[config.mk]
export PLATFORM = sky130hd
export DESIGN_NAME = mini_aes_block_cipher_unit
export DESIGN_NICKNAME = d
export VERILOG_FILES = /design/src/maes_pkg.sv /design/src/maes_round.sv /design/src/mini_aes_block_cipher_unit.sv
export SDC_FILE = /design/constraint.sdc
export NUM_CORES = 1
export LEC_CHECK = 0
export BUFFER_PORTS_ARGS = -buffer_cell sky130_fd_sc_hd__buf_4
export CAP_MARGIN = 20
export CELL_PAD_IN_SITES_DETAIL_PLACEMENT = 1
export CELL_PAD_IN_SITES_GLOBAL_PLACEMENT = 1
export CORE_AREA = 2 2 180 182
export DETAILED_ROUTE_END_ITERATION = 8
export DIE_AREA = 0 0 182 184
export PLACE_DENSITY_LB_ADDON = 0.2
export SYNTH_ARGS = -nofsm -noshare
export SYNTH_HDL_FRONTEND = slang
export SYNTH_SLANG_ARGS = --single-unit
export TNS_END_PERCENT = 100
[constraint.sdc]
create_clock -name clk -period 12.8 [get_ports clk]
set_input_delay 1.28 -clock clk [delete_from_list [all_inputs] [get_ports clk]]
set_output_delay 1.28 -clock clk [all_outputs]
set_load 0.05 [all_outputs]
[src/maes_pkg.sv]
`default_nettype none

package maes_pkg;

    // Basic data types: one nibble and one 16-bit block of four nibbles.
    typedef logic [3:0]  nibble_t;
    typedef logic [15:0] block_t;

    // Configuration port geometry and register indexes.
    localparam int CFG_INDEX_W = 2;
    localparam int CFG_DATA_W  = 16;

    typedef logic [CFG_INDEX_W-1:0] cfg_index_t;
    typedef logic [CFG_DATA_W-1:0]  cfg_data_t;

    localparam cfg_index_t CFG_CIPHER_KEY   = 2'd0;
    localparam cfg_index_t CFG_ROUND_COUNT  = 2'd1;
    localparam cfg_index_t CFG_DECRYPT_MODE = 2'd2;

    // Key schedule step constants.
    localparam nibble_t RCON_0 = 4'h1;
    localparam nibble_t RCON_1 = 4'h2;

    // Field polynomial x^4+x+1 without the x^4 term.
    localparam nibble_t GF_POLY_LOW = 4'h3;

    // Forward substitution box.
    function automatic nibble_t sbox(input nibble_t x);
        nibble_t y;
        case (x)
            4'h0: y = 4'hE;
            4'h1: y = 4'h4;
            4'h2: y = 4'hD;
            4'h3: y = 4'h1;
            4'h4: y = 4'h2;
            4'h5: y = 4'hF;
            4'h6: y = 4'hB;
            4'h7: y = 4'h8;
            4'h8: y = 4'h3;
            4'h9: y = 4'hA;
            4'hA: y = 4'h6;
            4'hB: y = 4'hC;
            4'hC: y = 4'h5;
            4'hD: y = 4'h9;
            4'hE: y = 4'h0;
            default: y = 4'h7;
        endcase
        return y;
    endfunction

    // Inverse substitution box.
    function automatic nibble_t inv_sbox(input nibble_t x);
        nibble_t y;
        case (x)
            4'h0: y = 4'hE;
            4'h1: y = 4'h3;
            4'h2: y = 4'h4;
            4'h3: y = 4'h8;
            4'h4: y = 4'h1;
            4'h5: y = 4'hC;
            4'h6: y = 4'hA;
            4'h7: y = 4'hF;
            4'h8: y = 4'h7;
            4'h9: y = 4'hD;
            4'hA: y = 4'h9;
            4'hB: y = 4'h6;
            4'hC: y = 4'hB;
            4'hD: y = 4'h2;
            4'hE: y = 4'h0;
            default: y = 4'h5;
        endcase
        return y;
    endfunction

    // Multiply by x in GF(16), reducing by the field polynomial.
    function automatic nibble_t gf_mul2(input nibble_t b);
        nibble_t r;
        r = {b[2:0], 1'b0};
        if (b[3])
        begin
            r = r ^ GF_POLY_LOW;
        end
        return r;
    endfunction

    function automatic nibble_t gf_mul3(input nibble_t b);
        return gf_mul2(b) ^ b;
    endfunction

    // Column mixing with [[3,2],[2,3]]; the matrix is its own inverse.
    function automatic block_t mix_columns(input block_t d);
        nibble_t a0;
        nibble_t a1;
        nibble_t a2;
        nibble_t a3;
        a0 = d[15:12];
        a1 = d[11:8];
        a2 = d[7:4];
        a3 = d[3:0];
        return {gf_mul3(a0) ^ gf_mul2(a1), gf_mul2(a0) ^ gf_mul3(a1),
                gf_mul3(a2) ^ gf_mul2(a3), gf_mul2(a2) ^ gf_mul3(a3)};
    endfunction

    // Exchange nibbles 1 and 3.
    function automatic block_t swap13(input block_t d);
        return {d[15:12], d[3:0], d[7:4], d[11:8]};
    endfunction

    // One key schedule step from the previous round key.
    function automatic block_t next_round_key(input block_t k, input nibble_t rc);
        nibble_t n0;
        nibble_t n1;
        nibble_t n2;
        nibble_t n3;
        n0 = k[15:12] ^ sbox(k[3:0]) ^ rc;
        n1 = k[11:8] ^ n0;
        n2 = k[7:4] ^ n1;
        n3 = k[3:0] ^ n2;
        return {n0, n1, n2, n3};
    endfunction

endpackage

`default_nettype wire

[src/maes_round.sv]
`default_nettype none

module maes_round
(
    input  wire maes_pkg::block_t data_in,
    input  wire maes_pkg::block_t round_key,
    input  wire                   decrypt,
    input  wire                   enable,
    output maes_pkg::block_t      data_out
);
    import maes_pkg::*;

    block_t enc_sub;
    block_t enc_result;
    block_t dec_swap;
    block_t dec_result;

    // Encryption: key addition, substitution, nibble swap, column mix.
    always_comb
    begin
        for (int i = 0; i < 4; i++)
        begin
            enc_sub[4*i +: 4] = sbox(data_in[4*i +: 4] ^ round_key[4*i +: 4]);
        end
        enc_result = mix_columns(swap13(enc_sub));
    end

    // Decryption: the same steps undone in reverse order.
    always_comb
    begin
        dec_swap = swap13(mix_columns(data_in));
        for (int i = 0; i < 4; i++)
        begin
            dec_result[4*i +: 4] = inv_sbox(dec_swap[4*i +: 4]) ^ round_key[4*i +: 4];
        end
    end

    // A stage beyond the configured round count passes the block through; otherwise decrypt picks the result.
    always_comb
    begin
        if (!enable)
        begin
            data_out = data_in;
        end
        else if (decrypt)
        begin
            data_out = dec_result;
        end
        else
        begin
            data_out = enc_result;
        end
    end

endmodule

`default_nettype wire

[src/mini_aes_block_cipher_unit.sv]
// A block accepted with start is taken into the input register, passes the three
// unrolled rounds and appears on block_out with done high from the result register.
// Throughput: one block per cycle; busy stays low, since the three unrolled rounds
// sit between the input register and the result register.
// Reset clears the configuration to key 0, one round, encrypt, and drops done.
// The receiver cannot stall: each result is shown for exactly one cycle.
`default_nettype none

module mini_aes_block_cipher_unit
(
    input  wire                     clk,
    input  wire                     rst_n,
    input  wire                     start,
    output logic                    busy,
    input  wire maes_pkg::block_t   block_in,
    output logic                    done,
    output maes_pkg::block_t        block_out,
    input  wire                     cfg_write_en,
    input  wire maes_pkg::cfg_index_t cfg_index,
    input  wire maes_pkg::cfg_data_t  cfg_wdata
);
    import maes_pkg::*;

    block_t      cipher_key_reg;
    logic [1:0]  round_count_reg;
    logic        decrypt_mode_reg;

    block_t      in_reg;
    logic        in_valid_reg;
    block_t      out_reg;
    logic        done_reg;

    block_t      key0;
    block_t      key1;
    block_t      key2;
    block_t      stage_key [3];
    logic        stage_en  [3];
    block_t      stage_data [4];

    // The block never refuses an item.
    assign busy = 1'b0;

    // Configuration registers; writes beyond the list are dropped.
    always_ff @(posedge clk or negedge rst_n)
    begin
        if (!rst_n)
        begin
            cipher_key_reg   <= '0;
            round_count_reg  <= 2'd1;
            decrypt_mode_reg <= 1'b0;
        end
        else if (cfg_write_en)
        begin
            case (cfg_index)
                CFG_CIPHER_KEY:   cipher_key_reg   <= cfg_wdata[15:0];
                CFG_ROUND_COUNT:  round_count_reg  <= cfg_wdata[1:0];
                CFG_DECRYPT_MODE: decrypt_mode_reg <= cfg_wdata[0];
                default:          ;
            endcase
        end
    end

    // Key schedule from the configured key.
    assign key0 = cipher_key_reg;
    assign key1 = next_round_key(key0, RCON_0);
    assign key2 = next_round_key(key1, RCON_1);

    // Round key and enable per stage. Decryption takes the keys last to first.
    always_comb
    begin
        stage_en[0] = (round_count_reg > 2'd0);
        stage_en[1] = (round_count_reg > 2'd1);
        stage_en[2] = (round_count_reg > 2'd2);
        if (!decrypt_mode_reg)
        begin
            stage_key[0] = key0;
            stage_key[1] = key1;
            stage_key[2] = key2;
        end
        else
        begin
            case (round_count_reg)
                2'd3:
                begin
                    stage_key[0] = key2;
                    stage_key[1] = key1;
                    stage_key[2] = key0;
                end
                2'd2:
                begin
                    stage_key[0] = key1;
                    stage_key[1] = key0;
                    stage_key[2] = key0;
                end
                default:
                begin
                    stage_key[0] = key0;
                    stage_key[1] = key0;
                    stage_key[2] = key0;
                end
            endcase
        end
    end

    // Three round stages between the input and result registers.
    assign stage_data[0] = in_reg;

    for (genvar g = 0; g < 3; g++)
    begin : g_round
        maes_round u_round
        (
            .data_in   (stage_data[g]),
            .round_key (stage_key[g]),
            .decrypt   (decrypt_mode_reg),
            .enable    (stage_en[g]),
            .data_out  (stage_data[g+1])
        );
    end

    // Input register and result register with its one-cycle strobe.
    always_ff @(posedge clk or negedge rst_n)
    begin
        if (!rst_n)
        begin
            in_valid_reg <= 1'b0;
            done_reg     <= 1'b0;
        end
        else
        begin
            in_valid_reg <= start;
            done_reg     <= in_valid_reg;
        end
    end

    always_ff @(posedge clk)
    begin
        if (start)
        begin
            in_reg <= block_in;
        end
        if (in_valid_reg)
        begin
            out_reg <= stage_data[3];
        end
    end

    assign done      = done_reg;
    assign block_out = out_reg;

endmodule

`default_nettype wire

After elaboration in Yosys (flattened, before gate mapping):

Memories as Yosys holds them, arrays and structs flattened.
Cells that the tools add are included.

* register bits after elaboration: 53
* bits in latches: 0
* memory bits (writable): 0
* bits in read-only memories: 1664
* bits of input ports: 38
* output and inout bits: 18
* word-level logic and storage cells: 182
* memories kept: 26

* add/sub/neg operators: 0
* $mul: 0
* divide/modulo/power cells: 0
* $lt $le $gt $ge: 3
* equality and inequality tests: 4
* shift operators: 0
* multiplexer cells: 32
* bitwise gates (word level): 106
* reduce and logical (&&, ||, !) cells: 4

Memory list
* (no name shown): words 16, width 4, rd ports 1, clocked after memory_dff 0, wr ports 0, RTL line maes_pkg.sv:30 `case (x)`
* (no name shown): words 16, width 4, rd ports 1, clocked after memory_dff 0, wr ports 0, RTL line maes_pkg.sv:30
* (no name shown): words 16, width 4, rd ports 1, clocked after memory_dff 0, wr ports 0, RTL line maes_pkg.sv:54 `case (x)`
* (no name shown): words 16, width 4, rd ports 1, clocked after memory_dff 0, wr ports 0, RTL line maes_pkg.sv:54
* (no name shown): words 16, width 4, rd ports 1, clocked after memory_dff 0, wr ports 0, RTL line maes_pkg.sv:54
* (no name shown): words 16, width 4, rd ports 1, clocked after memory_dff 0, wr ports 0, RTL line maes_pkg.sv:54
* +20 memories

Operators by type and width (number)
* 4-bit bitwise XOR: 80
* 16-bit 2-to-1 mux: 6
* 48-bit case mux with 2 select lines: 1
* 2-bit 2-to-1 mux: 24
* 48-bit 2-to-1 mux: 1
* 2-bit NOT: 24
* 2-bit == test, second input constant: 3
* 2-bit AND reduction: 3
* 2-bit by 1-bit greater-than comparator with 1-bit output, second input constant: 2
* 2-bit by 1-bit == test with 1-bit output, second input constant: 1
* 2-bit greater-than comparator, second input constant: 1
* 2-bit logical NOT: 1
* 1-bit NOT: 2

Depth between registers and ports, before layout:

An unclocked memory read counts as a cell.

* depth after elaboration: 38
* gate-level depth with buffers: 45
* mapped depth without buffers: 44

By module:

From an unflattened synthesis, not the netlist that was laid out.

* cells, all modules: 1330
* area, all modules: 12065.3 µm²

Modules (own cells, without submodules)
* maes_round (g_round[1].u_round ...): times used 2, cells each 316, area an instance 2685.1 µm², sequential area each 0.0 µm²
* mini_aes_block_cipher_unit: times used 1, cells each 370, area an instance 3902.5 µm², sequential area each 1487.7 µm²
* maes_round (g_round[0].u_round): times used 1, cells each 328, area an instance 2792.7 µm², sequential area each 0.0 µm²

Worst setup path before layout:

No wires, ideal clock.

* path type: reg2reg
* start: register cipher_key_reg[1]
* end: register out_reg[9] (netlist: block_out[9]), data pin
* setup time: 0.274 ns
* arrival time: 9.241 ns
* data required time: 12.526 ns
* path slack: 3.286 ns
* stages on the path, launching flop included: 43
* path buffers: 3
* period minus slack after synthesis: 9.514 ns
* cell sequence: dfrtp_1 > buf_4 > inv_1 > ha_1 > nand2b_1 > o32ai_1 > nor3_4 > nor2_2 > inv_2 > ha_1 > o31a_1 > a2111oi_0 > a211oi_1 > nor3_1 > xnor2_1 > inv_1 > ha_1 > mux2_2 > [... 7 more ...] > ha_1 > a211o_1 > a211o_1 > o311ai_1 > nor2_1 > xor3_1 > a211o_1 > xnor2_1 > inv_1 > ha_1 > xor2_1 > nand2_1 > o31a_1 > nor2_1 > a221oi_2 > xnor2_1 > xor2_1 > a211oi_1

* word-level cells in the longest chain between the ends: 38
* elaborated cells between the ends (all ways): 114
* classes of those cells: mux (24); bitwise (73); memory (17)

RTL lines
* from (decl): RTL line mini_aes_block_cipher_unit.sv:24 `block_t cipher_key_reg;`
* from (signal assigned): RTL line mini_aes_block_cipher_unit.sv:55 `CFG_CIPHER_KEY: cipher_key_reg <= cfg_wdata[15:0];`
* memory 16 x 4 bit
* 4-bit bitwise XOR: RTL line maes_pkg.sv:115 `n0 = k[15:12] ^ sbox(k[3:0]) ^ rc;`
* 1-bit NOT (no line)
* 4-bit bitwise XOR: RTL line maes_pkg.sv:116 `n1 = k[11:8] ^ n0;`
* 4-bit bitwise XOR: RTL line maes_pkg.sv:117 `n2 = k[7:4] ^ n1;`
* 4-bit bitwise XOR: RTL line maes_pkg.sv:118 `n3 = k[3:0] ^ n2;`
* memory 16 x 4 bit
* 4-bit bitwise XOR: RTL line maes_pkg.sv:115
* [... 23 more ...]
* memory 16 x 4 bit
* 2-bit NOT (no line)
* 2-bit 2-to-1 mux: RTL line maes_pkg.sv:79 `if (b[3])`
* 4-bit bitwise XOR: RTL line maes_pkg.sv:87 `return gf_mul2(b) ^ b;`
* 4-bit bitwise XOR: RTL line maes_pkg.sv:100 `return {gf_mul3(a0) ^ gf_mul2(a1), gf_mul2(a0) ^ gf_mul3(a1),`
* 16-bit 2-to-1 mux: RTL line maes_round.sv:45 `else if (decrypt)`
* 16-bit 2-to-1 mux (*): RTL line maes_round.sv:41 `if (!enable)`
* net g_round[2].u_round.data_out[9]: RTL line maes_round.sv:9 `output maes_pkg::block_t data_out`
* to (signal assigned): RTL line mini_aes_block_cipher_unit.sv:143 `out_reg <= stage_data[3];`
* to (decl): RTL line mini_aes_block_cipher_unit.sv:30 `block_t out_reg;`

Mark *: on every way through the listed nets, which the timed path passes. The rest lies on a longest branch.
A chain may end at the register's enable or synchronous reset.

Worst setup path in the final report:

* start: register cipher_key_reg[1]
* end: register out_reg[7] (netlist: block_out[7]), data pin

* word-level cells in the longest chain between the ends: 36
* elaborated cells between the ends (all ways): 104
* classes of those cells: mux (22); bitwise (66); memory (16)

RTL lines
* memory 16 x 4 bit
* 4-bit bitwise XOR: RTL line maes_pkg.sv:115
* 1-bit NOT (no line)
* 4-bit bitwise XOR: RTL line maes_pkg.sv:116
* 4-bit bitwise XOR: RTL line maes_pkg.sv:117
* 4-bit bitwise XOR: RTL line maes_pkg.sv:118
* memory 16 x 4 bit
* 4-bit bitwise XOR: RTL line maes_pkg.sv:115
* [... 21 more ...]
* 2-bit 2-to-1 mux / 2-bit NOT (equally long branches)
* 4-bit bitwise XOR / 2-bit 2-to-1 mux (equally long branches): RTL line maes_pkg.sv:87, maes_pkg.sv:79
* 4-bit bitwise XOR: RTL line maes_pkg.sv:101 `gf_mul3(a2) ^ gf_mul2(a3), gf_mul2(a2) ^ gf_mul3(a3)};`
* memory 16 x 4 bit
* 4-bit bitwise XOR: RTL line maes_round.sv:34 `dec_result[4*i +: 4] = inv_sbox(dec_swap[4*i +: 4]) ^ round_key[4*i +: 4];`
* 16-bit 2-to-1 mux: RTL line maes_round.sv:45
* 16-bit 2-to-1 mux (*): RTL line maes_round.sv:41
* net g_round[2].u_round.data_out[7]: RTL line maes_round.sv:9

Marks and branches as above.

==> metrics <==
final hold violation count 0; CTS resizes 0; delay-heaviest family, CP compound AO/OA/AOI/OAI gates; Port-buffer cells 54; global-route wire length before repair 80390 µm; clock-pin slew on the worst setup and hold paths 0.09 ns; dominant cells by area after synthesis xnor2_1 (11%), edfxtp_1 (6.8%), xor2_1 (6.0%); via count about 14000; worst-skew pair later-pin latency 0.34 ns; Max Fclk 0.08492 GHz; Final TNS setup 0 ns; num rows 65; Netlist cell types 126; Initial Utilization 0.4477; CTS tree done; setup violators final 0; vias in the first global route 13880; fin crit share 0.9200; Max stage delay on crit path 0.73 ns; nature of the critical path startpoint flip-flop; critical path class reg2reg; Critical Path Most Common Cell ha_1; CTS hold repair buffers 0; DRC 0; unrepaired setup endpoints after global routing false; diode count 0; number of synthesized flops with an enable pin 32; DRT antenna net count 0; normalized max-slew margin 0.2576; Setup Fix Bufs, Post-CTS 0; gpl congestion 0.9405; Async SR Flop Fraction 0.3962; DRT Wirelength ~52000 µm; Slowest-stage cell, CP dfrtp_1; Worst Path Required 12.98 ns; GRT overflow 0; nets around 1900; P&R area growth vs syn 5.822%; routed vias/inst 6.465; Post-Synthesis Cell Area 14060 µm²; max-cap viol count 0; Worst Tran Pin Value 1.114 ns; Die Span X 182 µm; critical path buffer and inverter count 4; H-tree levels 2; status finished clean; worst setup path start cipher_key_reg[1]; Die Span Y 184 µm; YS warnings 0; number of synthesized register bits 53; post-synthesis net count 1897; root buffer cell clkbuf_16; type of the worst min-delay path in2async; gr usage total 0.3082; Clock Sinks 53; R2R Setup Slk just over 1 ns; pin count of the biggest net entering global routing 47; Mapped Cells 1797; total clock buffers created by CTS 5; initial antenna violation count 0; Pre-Repair DR Iteration Count 5; clock skew 0.01148 ns; CP Data Arrival Time 11.95 ns; fin. max-slew vios 0; Core ar. ~31000 µm²; Max Buffers Root-to-Sink 2; reg-to-reg critical path startpoint cipher_key_reg[1]; crit path capture type flip-flop; mean routed wirelength per cell 23.87 µm; HPWL after DPL 41600 µm; shortest period the worst path allows approximately 12 ns; Boundary Pins 56; ys flop type edfxtp_1; Crit Path Max Fanout 15; Syn Area/Cell between 7 and 8 µm²; Yosys top cell area share 0.1147; First DRT Iteration DRCs 874; Synth area leader xnor2_1; die footprint 33490 µm²; register area share after synthesis 0.1058; share of cells above drive strength 1 0.1363
[cell usage after synthesis (14+ instances only)]
master / instances
nor2_1: 118
inv_1: 56
a31oi_1: 23
nor4_1: 24
and3_1: 22
nand3_1: 67
nand2b_1: 16
o21ai_1: 26
nor3_1: 59
nand4_1: 18
edfxtp_1: 32
o22ai_1: 20
xor2_1: 96
clkbuf_1: 55
and2_1: 15
o21ai_0: 91
a211oi_1: 24
o211ai_1: 41
nand2_1: 147
buf_2: 16
o31a_1: 14
ha_1: 62
xnor2_1: 184
or3_1: 25
mux2_2: 24
a21oi_1: 85
mux2i_1: 54
dfrtp_1: 20
xnor2_2: 20
[per-stage QoR]
step | util | instance area (µm²) | cells | setup WS [ns] | hold WS (ns)
after floorplan | - | 14060 | 1797 | 3.286 | 0.6545
after global placement | 0.4688 | 14720 | 2183 | 1.463 | 0.8284
after detailed placement | 0.4688 | 14720 | 2183 | 0.9437 | 0.8297
after CTS | 0.4733 | 14860 | 2191 | 0.9320 | 0.8202
after global routing | 0.4738 | 14870 | 2192 | 0.2002 | 0.8320
final | 0.4738 | 14870 | 2192 | 1.025 | 0.8170
[worst register-to-register path: cells and delay by family, from the launching register on]
| kind | cells | cell delay [ns] |
|---|---|---|
| AO/OA/AOI/OAI | 15 | 4.34 |
| AND/OR/NAND/NOR | 9 | 2.25 |
| XOR/XNOR | 6 | 1.77 |
| adder cells (fa/ha/maj) | 5 | 1.65 |
| flip-flops | 1 | 0.73 |
| buffers and inverters | 4 | 0.70 |
| multiplexers | 1 | 0.16 |
[layer usage]
layer	GRT usage	vias up	routed length, µm
met4	0.1090	0	1709
met5	0	-	0
li1	-	6611	-
met1	0.4048	7063	23150
met2	0.5267	407	24700
met3	0.03051	90	2765
[layout make-up]
type | count | area, µm²
clock inverters | 2 | 13.76
fillers | 3880 | 16520
flip-flops and latches | 53 | 1489
well taps | 402 | 503.0
inverters | 68 | 255.2
repair buffers | 77 | 578.1
clock buffers | 6 | 128.9
multi-input cells | 1584 | 11910
[cell usage in the layout, fill, tap and decap left out, drive strengths merged, types with 42 or more instances in the layout]
cell | synthesis | final
xnor2 | 205 | 205
nand2 | 149 | 149
nor2 | 124 | 124
o21ai | 122 | 122
xor2 | 102 | 102
a21oi | 93 | 93
buf | 36 | 76
nand3 | 70 | 70
nor3 | 68 | 68
inv | 64 | 65
ha | 62 | 62
mux2i | 57 | 57
o211ai | 42 | 42
[path summary, 6_finish.rpt]
| path | end | cells after the start |
|---|---|---|
| worst max-delay path | block_out[7] | 40 |
| worst min-delay path | cipher_key_reg[12] | 1 |
| worst max register to register | block_out[7] | 40 |
| worst min register to register | cipher_key_reg[4] | 2 |
| max in group asynchronous | round_count_reg[0] | 1 |
| min in group clk | cipher_key_reg[4] | 2 |
[cell families after synthesis]
logic type / synth area share
AOI/OAI and AO/OA: 0.2678
other: 0.0002668
xor gates and xnor gates: 0.2368
muxes: 0.06373
buffers and inverters: 0.04798
and+or+nand+nor: 0.2224
DFF: 0.1058
adders and majority gates: 0.05519
Power is left out: the tool's default activity adds up to more than one toggle a clock period on the data nets, which glitch-free logic cannot reach.
